===== src/rtl/ksbd_pkg.sv =====
package ksbd_pkg;

  localparam int MAX_SAMPLES = 4096;
  localparam int SIDX_W = $clog2(MAX_SAMPLES + 1);
  localparam int BP_W = 12;
  localparam int CFG_W = 24;

  localparam logic [2:0] REG_ANGLE = 3'd0;
  localparam logic [2:0] REG_PNOISE = 3'd1;
  localparam logic [2:0] REG_MNOISE = 3'd2;
  localparam logic [2:0] REG_GATE = 3'd3;
  localparam logic [2:0] REG_SEED = 3'd4;

  localparam logic [CFG_W-1:0] RST_ANGLE = 24'd73204;
  localparam logic [CFG_W-1:0] RST_PNOISE = 24'd167772;
  localparam logic [CFG_W-1:0] RST_MNOISE = 24'd15099;
  localparam logic [CFG_W-1:0] RST_GATE = 24'd251658;
  localparam logic [CFG_W-1:0] RST_SEED = 24'd371669;

  // ALU operations
  localparam logic [1:0] OP_RAW = 2'd0;  // full 128-bit product
  localparam logic [1:0] OP_MS24 = 2'd1; // (x*y) >> 24, saturated
  localparam logic [1:0] OP_MS32 = 2'd2; // (x*y) >> 32, saturated
  localparam logic [1:0] OP_DIV = 2'd3;  // x*y/d, saturated

  typedef struct packed {
    logic              start;
    logic [1:0]        op;
    logic signed [63:0] x;
    logic signed [63:0] y;
    logic [63:0]       d;
  } alu_req_t;

  typedef struct packed {
    logic              done;
    logic signed [63:0] res;
    logic [127:0]      prod;
  } alu_rsp_t;

  function automatic logic signed [63:0] add_sat(input logic signed [63:0] a,
                                                 input logic signed [63:0] b);
    logic signed [63:0] s;
    s = a + b;
    if (!a[63] && !b[63] && s[63]) return {1'b0, {63{1'b1}}};
    if (a[63] && b[63] && !s[63]) return {1'b1, 63'b0};
    return s;
  endfunction

  function automatic logic signed [47:0] sat48(input logic signed [63:0] x);
    if (x[63:47] != {17{x[63]}}) return x[63] ? {1'b1, 47'b0} : {1'b0, {47{1'b1}}};
    return x[47:0];
  endfunction

  function automatic logic signed [63:0] ext48(input logic signed [47:0] x);
    return {{16{x[47]}}, x};
  endfunction

endpackage


===== src/rtl/ksbd_alu.sv =====
module ksbd_alu import ksbd_pkg::*; (
  input  logic     clk,
  input  logic     rst,
  input  alu_req_t req,
  output alu_rsp_t rsp
);

  localparam logic [1:0] A_IDLE = 2'd0;
  localparam logic [1:0] A_MUL = 2'd1;
  localparam logic [1:0] A_DIV = 2'd2;
  localparam logic [1:0] A_FIN = 2'd3;

  logic [1:0]   aphase;
  logic [1:0]   k;
  logic [6:0]   cnt;
  logic [1:0]   op;
  logic         neg;
  logic [63:0]  mx, my, dv, rem;
  logic [127:0] acc;

  logic [31:0]  ah, bh;
  logic [63:0]  pp;
  logic [127:0] pp_sh, acc_sum;
  logic [63:0]  r1, diff;
  logic         ge;
  logic         sat;
  logic [62:0]  mag;
  logic [63:0]  mag_s;

  // one 32x32 partial product per cycle
  always_comb begin
    ah = k[1] ? mx[63:32] : mx[31:0];
    bh = k[0] ? my[63:32] : my[31:0];
    pp = ah * bh;
    case (k)
      2'd0: pp_sh = {64'b0, pp};
      2'd3: pp_sh = {pp, 64'b0};
      default: pp_sh = {32'b0, pp, 32'b0};
    endcase
    acc_sum = acc + pp_sh;
  end

  // restoring division, one quotient bit per cycle
  always_comb begin
    r1 = {rem[62:0], acc[127]};
    diff = r1 - dv;
    ge = rem[63] || (r1 >= dv);
  end

  always_comb begin
    case (op)
      OP_MS24: begin
        sat = |acc[127:87];
        mag = acc[86:24];
      end
      OP_MS32: begin
        sat = |acc[127:95];
        mag = acc[94:32];
      end
      default: begin
        sat = |acc[127:63];
        mag = acc[62:0];
      end
    endcase
    mag_s = {1'b0, sat ? {63{1'b1}} : mag};
    rsp.done = (aphase == A_FIN);
    rsp.res = neg ? -$signed(mag_s) : $signed(mag_s);
    rsp.prod = acc;
  end

  always_ff @(posedge clk) begin
    if (rst) begin
      aphase <= A_IDLE;
    end else begin
      unique case (aphase)
        A_IDLE: begin
          if (req.start) begin
            mx <= req.x[63] ? 64'(-req.x) : req.x;
            my <= req.y[63] ? 64'(-req.y) : req.y;
            neg <= req.x[63] ^ req.y[63];
            op <= req.op;
            dv <= req.d;
            acc <= '0;
            rem <= '0;
            k <= 2'd0;
            cnt <= '0;
            aphase <= A_MUL;
          end
        end
        A_MUL: begin
          acc <= acc_sum;
          k <= k + 2'd1;
          if (k == 2'd3) aphase <= (op == OP_DIV) ? A_DIV : A_FIN;
        end
        A_DIV: begin
          rem <= ge ? diff : r1;
          acc <= {acc[126:0], ge};
          cnt <= cnt + 7'd1;
          if (cnt == 7'd127) aphase <= A_FIN;
        end
        A_FIN: aphase <= A_IDLE;
        default: aphase <= A_IDLE;
      endcase
    end
  end

endmodule


===== config.mk =====
export PLATFORM = sky130hd
export DESIGN_NAME = ksbd_alu
export DESIGN_NICKNAME = d
export VERILOG_FILES = /design/src/rtl/ksbd_pkg.sv /design/src/rtl/ksbd_alu.sv
export SDC_FILE = /design/constraint.sdc
export NUM_CORES = 2
export LEC_CHECK = 0
export BUFFER_PORTS_ARGS = -buffer_cell sky130_fd_sc_hd__buf_2
export CAP_MARGIN = 20
export CELL_PAD_IN_SITES_DETAIL_PLACEMENT = 1
export CELL_PAD_IN_SITES_GLOBAL_PLACEMENT = 2
export CORE_MARGIN = 5
export CORE_UTILIZATION = 40
export DETAILED_ROUTE_END_ITERATION = 10
export PLACE_DENSITY = 0.82
export SYNTH_ARGS = -nofsm -noshare
export SYNTH_HDL_FRONTEND = slang
export SYNTH_SLANG_ARGS = --single-unit

===== constraint.sdc =====
create_clock -name clk -period 16.8 [get_ports clk]
set_clock_uncertainty 0.15 [all_clocks]
set_input_delay 1.68 -clock clk [delete_from_list [all_inputs] [get_ports clk]]
set_output_delay 1.68 -clock clk [all_outputs]
set_load 0.02 [all_outputs]

==> flow_metrics.env <==
export IMPL_slew_headroom_pct=19.5
export IMPL_startpoint_type="flop"
export IMPL_wire_per_inst_um=27.5
export IMPL_hold_class="reg2reg"
export IMPL_fin_tns_setup_ns=0
export IMPL_synth_seq_cells=398
export IMPL_hold_viol_final=0
export IMPL_cpMostUsedCell="fa_1"
export IMPL_synth_area_mux_share_pct=2.02
export IMPL_drc=0
export IMPL_die_h_um=419
export IMPL_synth_ff_type="edfxtp_1"
export IMPL_antenna_found_initial=21
export IMPL_ios=390
export IMPL_synth_compound_area_share_pct=15.3
export IMPL_hpwl_mm=224
export IMPL_grt_max_degree=80
export IMPL_seq_area_frac_synth_pct=17.9
export IMPL_max_clock_freq_ghz=0.0676
export IMPL_period_needed_ns=14.80
export IMPL_slew_violations=0
export IMPL_synth_avg_cell_area_um2=8.68
export IMPL_syn_to_final_growth_pct=9.51
export IMPL_viasPerCell=5.89
export IMPL_cts_tree="yes"
export IMPL_synth_xor_area_share_pct=5.21
export IMPL_postCtsHoldBufs=0
export IMPL_grt_pass1_vias=63060
export IMPL_rsz0062_at_grt="false"
export IMPL_core_area_mm2=0.167
export IMPL_h_tree_depth=2
export IMPL_cts_setup_buffers=0
export IMPL_cts_made_buffers=52
export IMPL_cp_required_ns=17.07
export IMPL_holdWs_ns=0.439
export IMPL_firstDrtPassIters=5
export IMPL_drt_initial_drc_count=4729
export IMPL_gp_congestion=0.976
export IMPL_async_reset_ff_share_pct=0
export IMPL_syn_cell_area_mm2=0.0668
export IMPL_worst_path_max_delay_cell="mux2i_2"
export IMPL_max_stage_delay_ns=1.03
export IMPL_synth_top_family_by_area="adder cells"
export IMPL_grt_use_total_pct=31.2
export IMPL_rows=150
export IMPL_fp_dieW_um=419
export IMPL_final_antenna_net_count=0
export IMPL_grt_ovfl_total=0
export IMPL_clk_pin_slew_worst_paths_ns=0.07
export IMPL_drt_wl_total_mm=277
export IMPL_cts_root_buffer="clkbuf_16"
export IMPL_fp_dieArea_mm2=0.175
export IMPL_synthSimpleGateAreaFrac_pct=15.9
export IMPL_portBuffers=389
export IMPL_worst_path_max_fanout=66
export IMPL_synth_enable_flop_cells=396
export IMPL_nNetsFinal=9421
export IMPL_syn_num_nets=9256
export IMPL_synth_adder_area_share_pct=35.8
export IMPL_worstMarginPinSlew_ns=1.18
export IMPL_cp_data_arrival_time_ns=15.06
export IMPL_clockBufferDepth=3
export IMPL_post_cts_resized=0
export IMPL_end_kind="flop"
export IMPL_ys_types=75
export IMPL_drive_above_1_share_pct=9.66
export IMPL_status="finished, final reports clean"
export IMPL_vias=59521
export IMPL_start_util_pct=40.1
export IMPL_grt_pass1_wl_mm=411
export IMPL_clkLatencyLatePin_ns=0.72
export IMPL_max_cap_viol_count=0
export IMPL_period_share_pct=88.1
export IMPL_cts_sinks=398
export IMPL_setup_violations=0
export IMPL_synthCells=7688
export IMPL_worstSetupPathType="reg2reg"
export IMPL_yosys_warnings=0
## flip-flops by register name, indices dropped and copies added, names as in the netlist
name	count
my	64
mx	64
neg	1
cnt	7
acc	128
op	2
aphase	2
k	2
rem	64
dv	64
## worst paths after layout
path / from / endpoint / slack, ns / cells after the start
hold / removal: cnt[0] / cnt[0] / 0.44 / 1
hold reg to reg: cnt[0] / cnt[0] / 0.44 / 1
setup / recovery: k[1] / acc[121] / 2.00 / 41
setup reg to reg: k[1] / acc[121] / 2.00 / 41
## layout by cell type, fill, tap and decap left out, types with 30 or more instances in the layout
| cell type | synthesis | final |
|---|---|---|
| a22oi_1 | 99 | 99 |
| and2_1 | 77 | 76 |
| a21o_1 | 187 | 187 |
| mux2i_2 | 0 | 31 |
| clkbuf_16 | 0 | 52 |
| buf_2 | 1 | 390 |
| xnor2_1 | 302 | 302 |
| a221o_1 | 38 | 38 |
| nor2_1 | 816 | 813 |
| a22o_1 | 52 | 52 |
| o21a_1 | 44 | 44 |
| a31oi_1 | 44 | 43 |
| fa_1 | 898 | 898 |
| mux2_2 | 61 | 61 |
| nor2b_1 | 96 | 95 |
| o41ai_1 | 30 | 30 |
| or3_1 | 41 | 41 |
| nor3_1 | 68 | 67 |
| inv_1 | 1008 | 1007 |
| and3_1 | 38 | 38 |
| a211oi_1 | 35 | 35 |
| edfxtp_1 | 396 | 396 |
| nand2b_1 | 35 | 35 |
| nand3_1 | 82 | 82 |
| nor4_1 | 35 | 35 |
| ha_1 | 473 | 468 |
| or4_1 | 30 | 30 |
| nand2_1 | 942 | 942 |
| a21oi_1 | 386 | 384 |
| o21bai_1 | 53 | 53 |
| nand4_1 | 103 | 103 |
| o21ai_0 | 370 | 370 |
| buf_4 | 0 | 127 |
| o31ai_1 | 62 | 62 |
| xor2_1 | 95 | 95 |
## kinds of logic after synthesis
| kind of cell | after synthesis |
|---|---|
| multiplexers | 127 |
| buffers and inverters | 1420 |
| flip-flops | 398 |
| AO/OA/AOI/OAI | 1569 |
| XOR/XNOR | 397 |
| adder cells (fa/ha/maj) | 1371 |
| AND/OR/NAND/NOR | 2406 |
## stage by stage
| stage | utilization [%] | cell area [um2] | setup slack, ns | std cells |
|---|---|---|---|---|
| floorplan | - | 66800 | 4.81 | 7688 |
| global placement | 42.7 | 71200 | 2.25 | 9998 |
| detailed placement | 42.8 | 71300 | 2.29 | 10002 |
| CTS | 43.9 | 73100 | 2.24 | 10095 |
| global route | 43.9 | 73100 | 1.42 | 10100 |
| finish | 43.9 | 73100 | 2.00 | 10103 |
## area by class of cell
cell class                 instances  area, um2
inverter                        1009       3790
clock buffer                      57       1320
clock inverter                    36        504
multi-input combinational       5870      49800
fill                           19641      93600
antenna                            7       17.5
timing repair buffer             522       2980
tap                             2204       2760
sequential                       398      11900
## Yosys cell counts (30+ instances only)
cell      number  area [um2]
inv_1       1008        3780
mux2i_1       66         661
nand2_1      942        3540
xnor2_1      302        2650
a21o_1       187        1400
o21ai_0      370        1850
a22oi_1       99         743
edfxtp_1     396       11900
o21bai_1      53         398
a21oi_1      386        1930
nand3_1       82         410
nand4_1      103         644
clkbuf_1     382        1430
nor3_1        68         340
xor2_1        95         832
nor2_1       816        3060
mux2_2        61         687
and3_1        38         238
a221o_1       38         380
nand2b_1      35         219
ha_1         473        5920
a22o_1        52         455
and2_1        77         482
o31ai_1       62         465
nor2b_1       96         601
fa_1         898       18000
o21a_1        44         330
nor4_1        35         219
a31oi_1       44         275
or4_1         30         225
or3_1         41         257
o41ai_1       30         263
a211oi_1      35         263
## metal layers
layer,wire [um],track usage (%)
met1,114000,40.9
met4,15700,14.6
met5,46,0
met3,19200,4.93
met2,128000,50.6
## worst max-delay path: cells and delay by family (launching register included)
kind / cells / cell delay (ns)
adder cells (fa/ha/maj): 10 / 4.85
multiplexers: 1 / 1.03
buffers and inverters: 6 / 1.11
XOR/XNOR: 2 / 0.37
flip-flops: 1 / 0.39
AND/OR/NAND/NOR: 7 / 1.32
AO/OA/AOI/OAI: 15 / 5.22
Power is not shown: default switching activity piles up to over one toggle a cycle in this logic, so the estimate is an artifact.
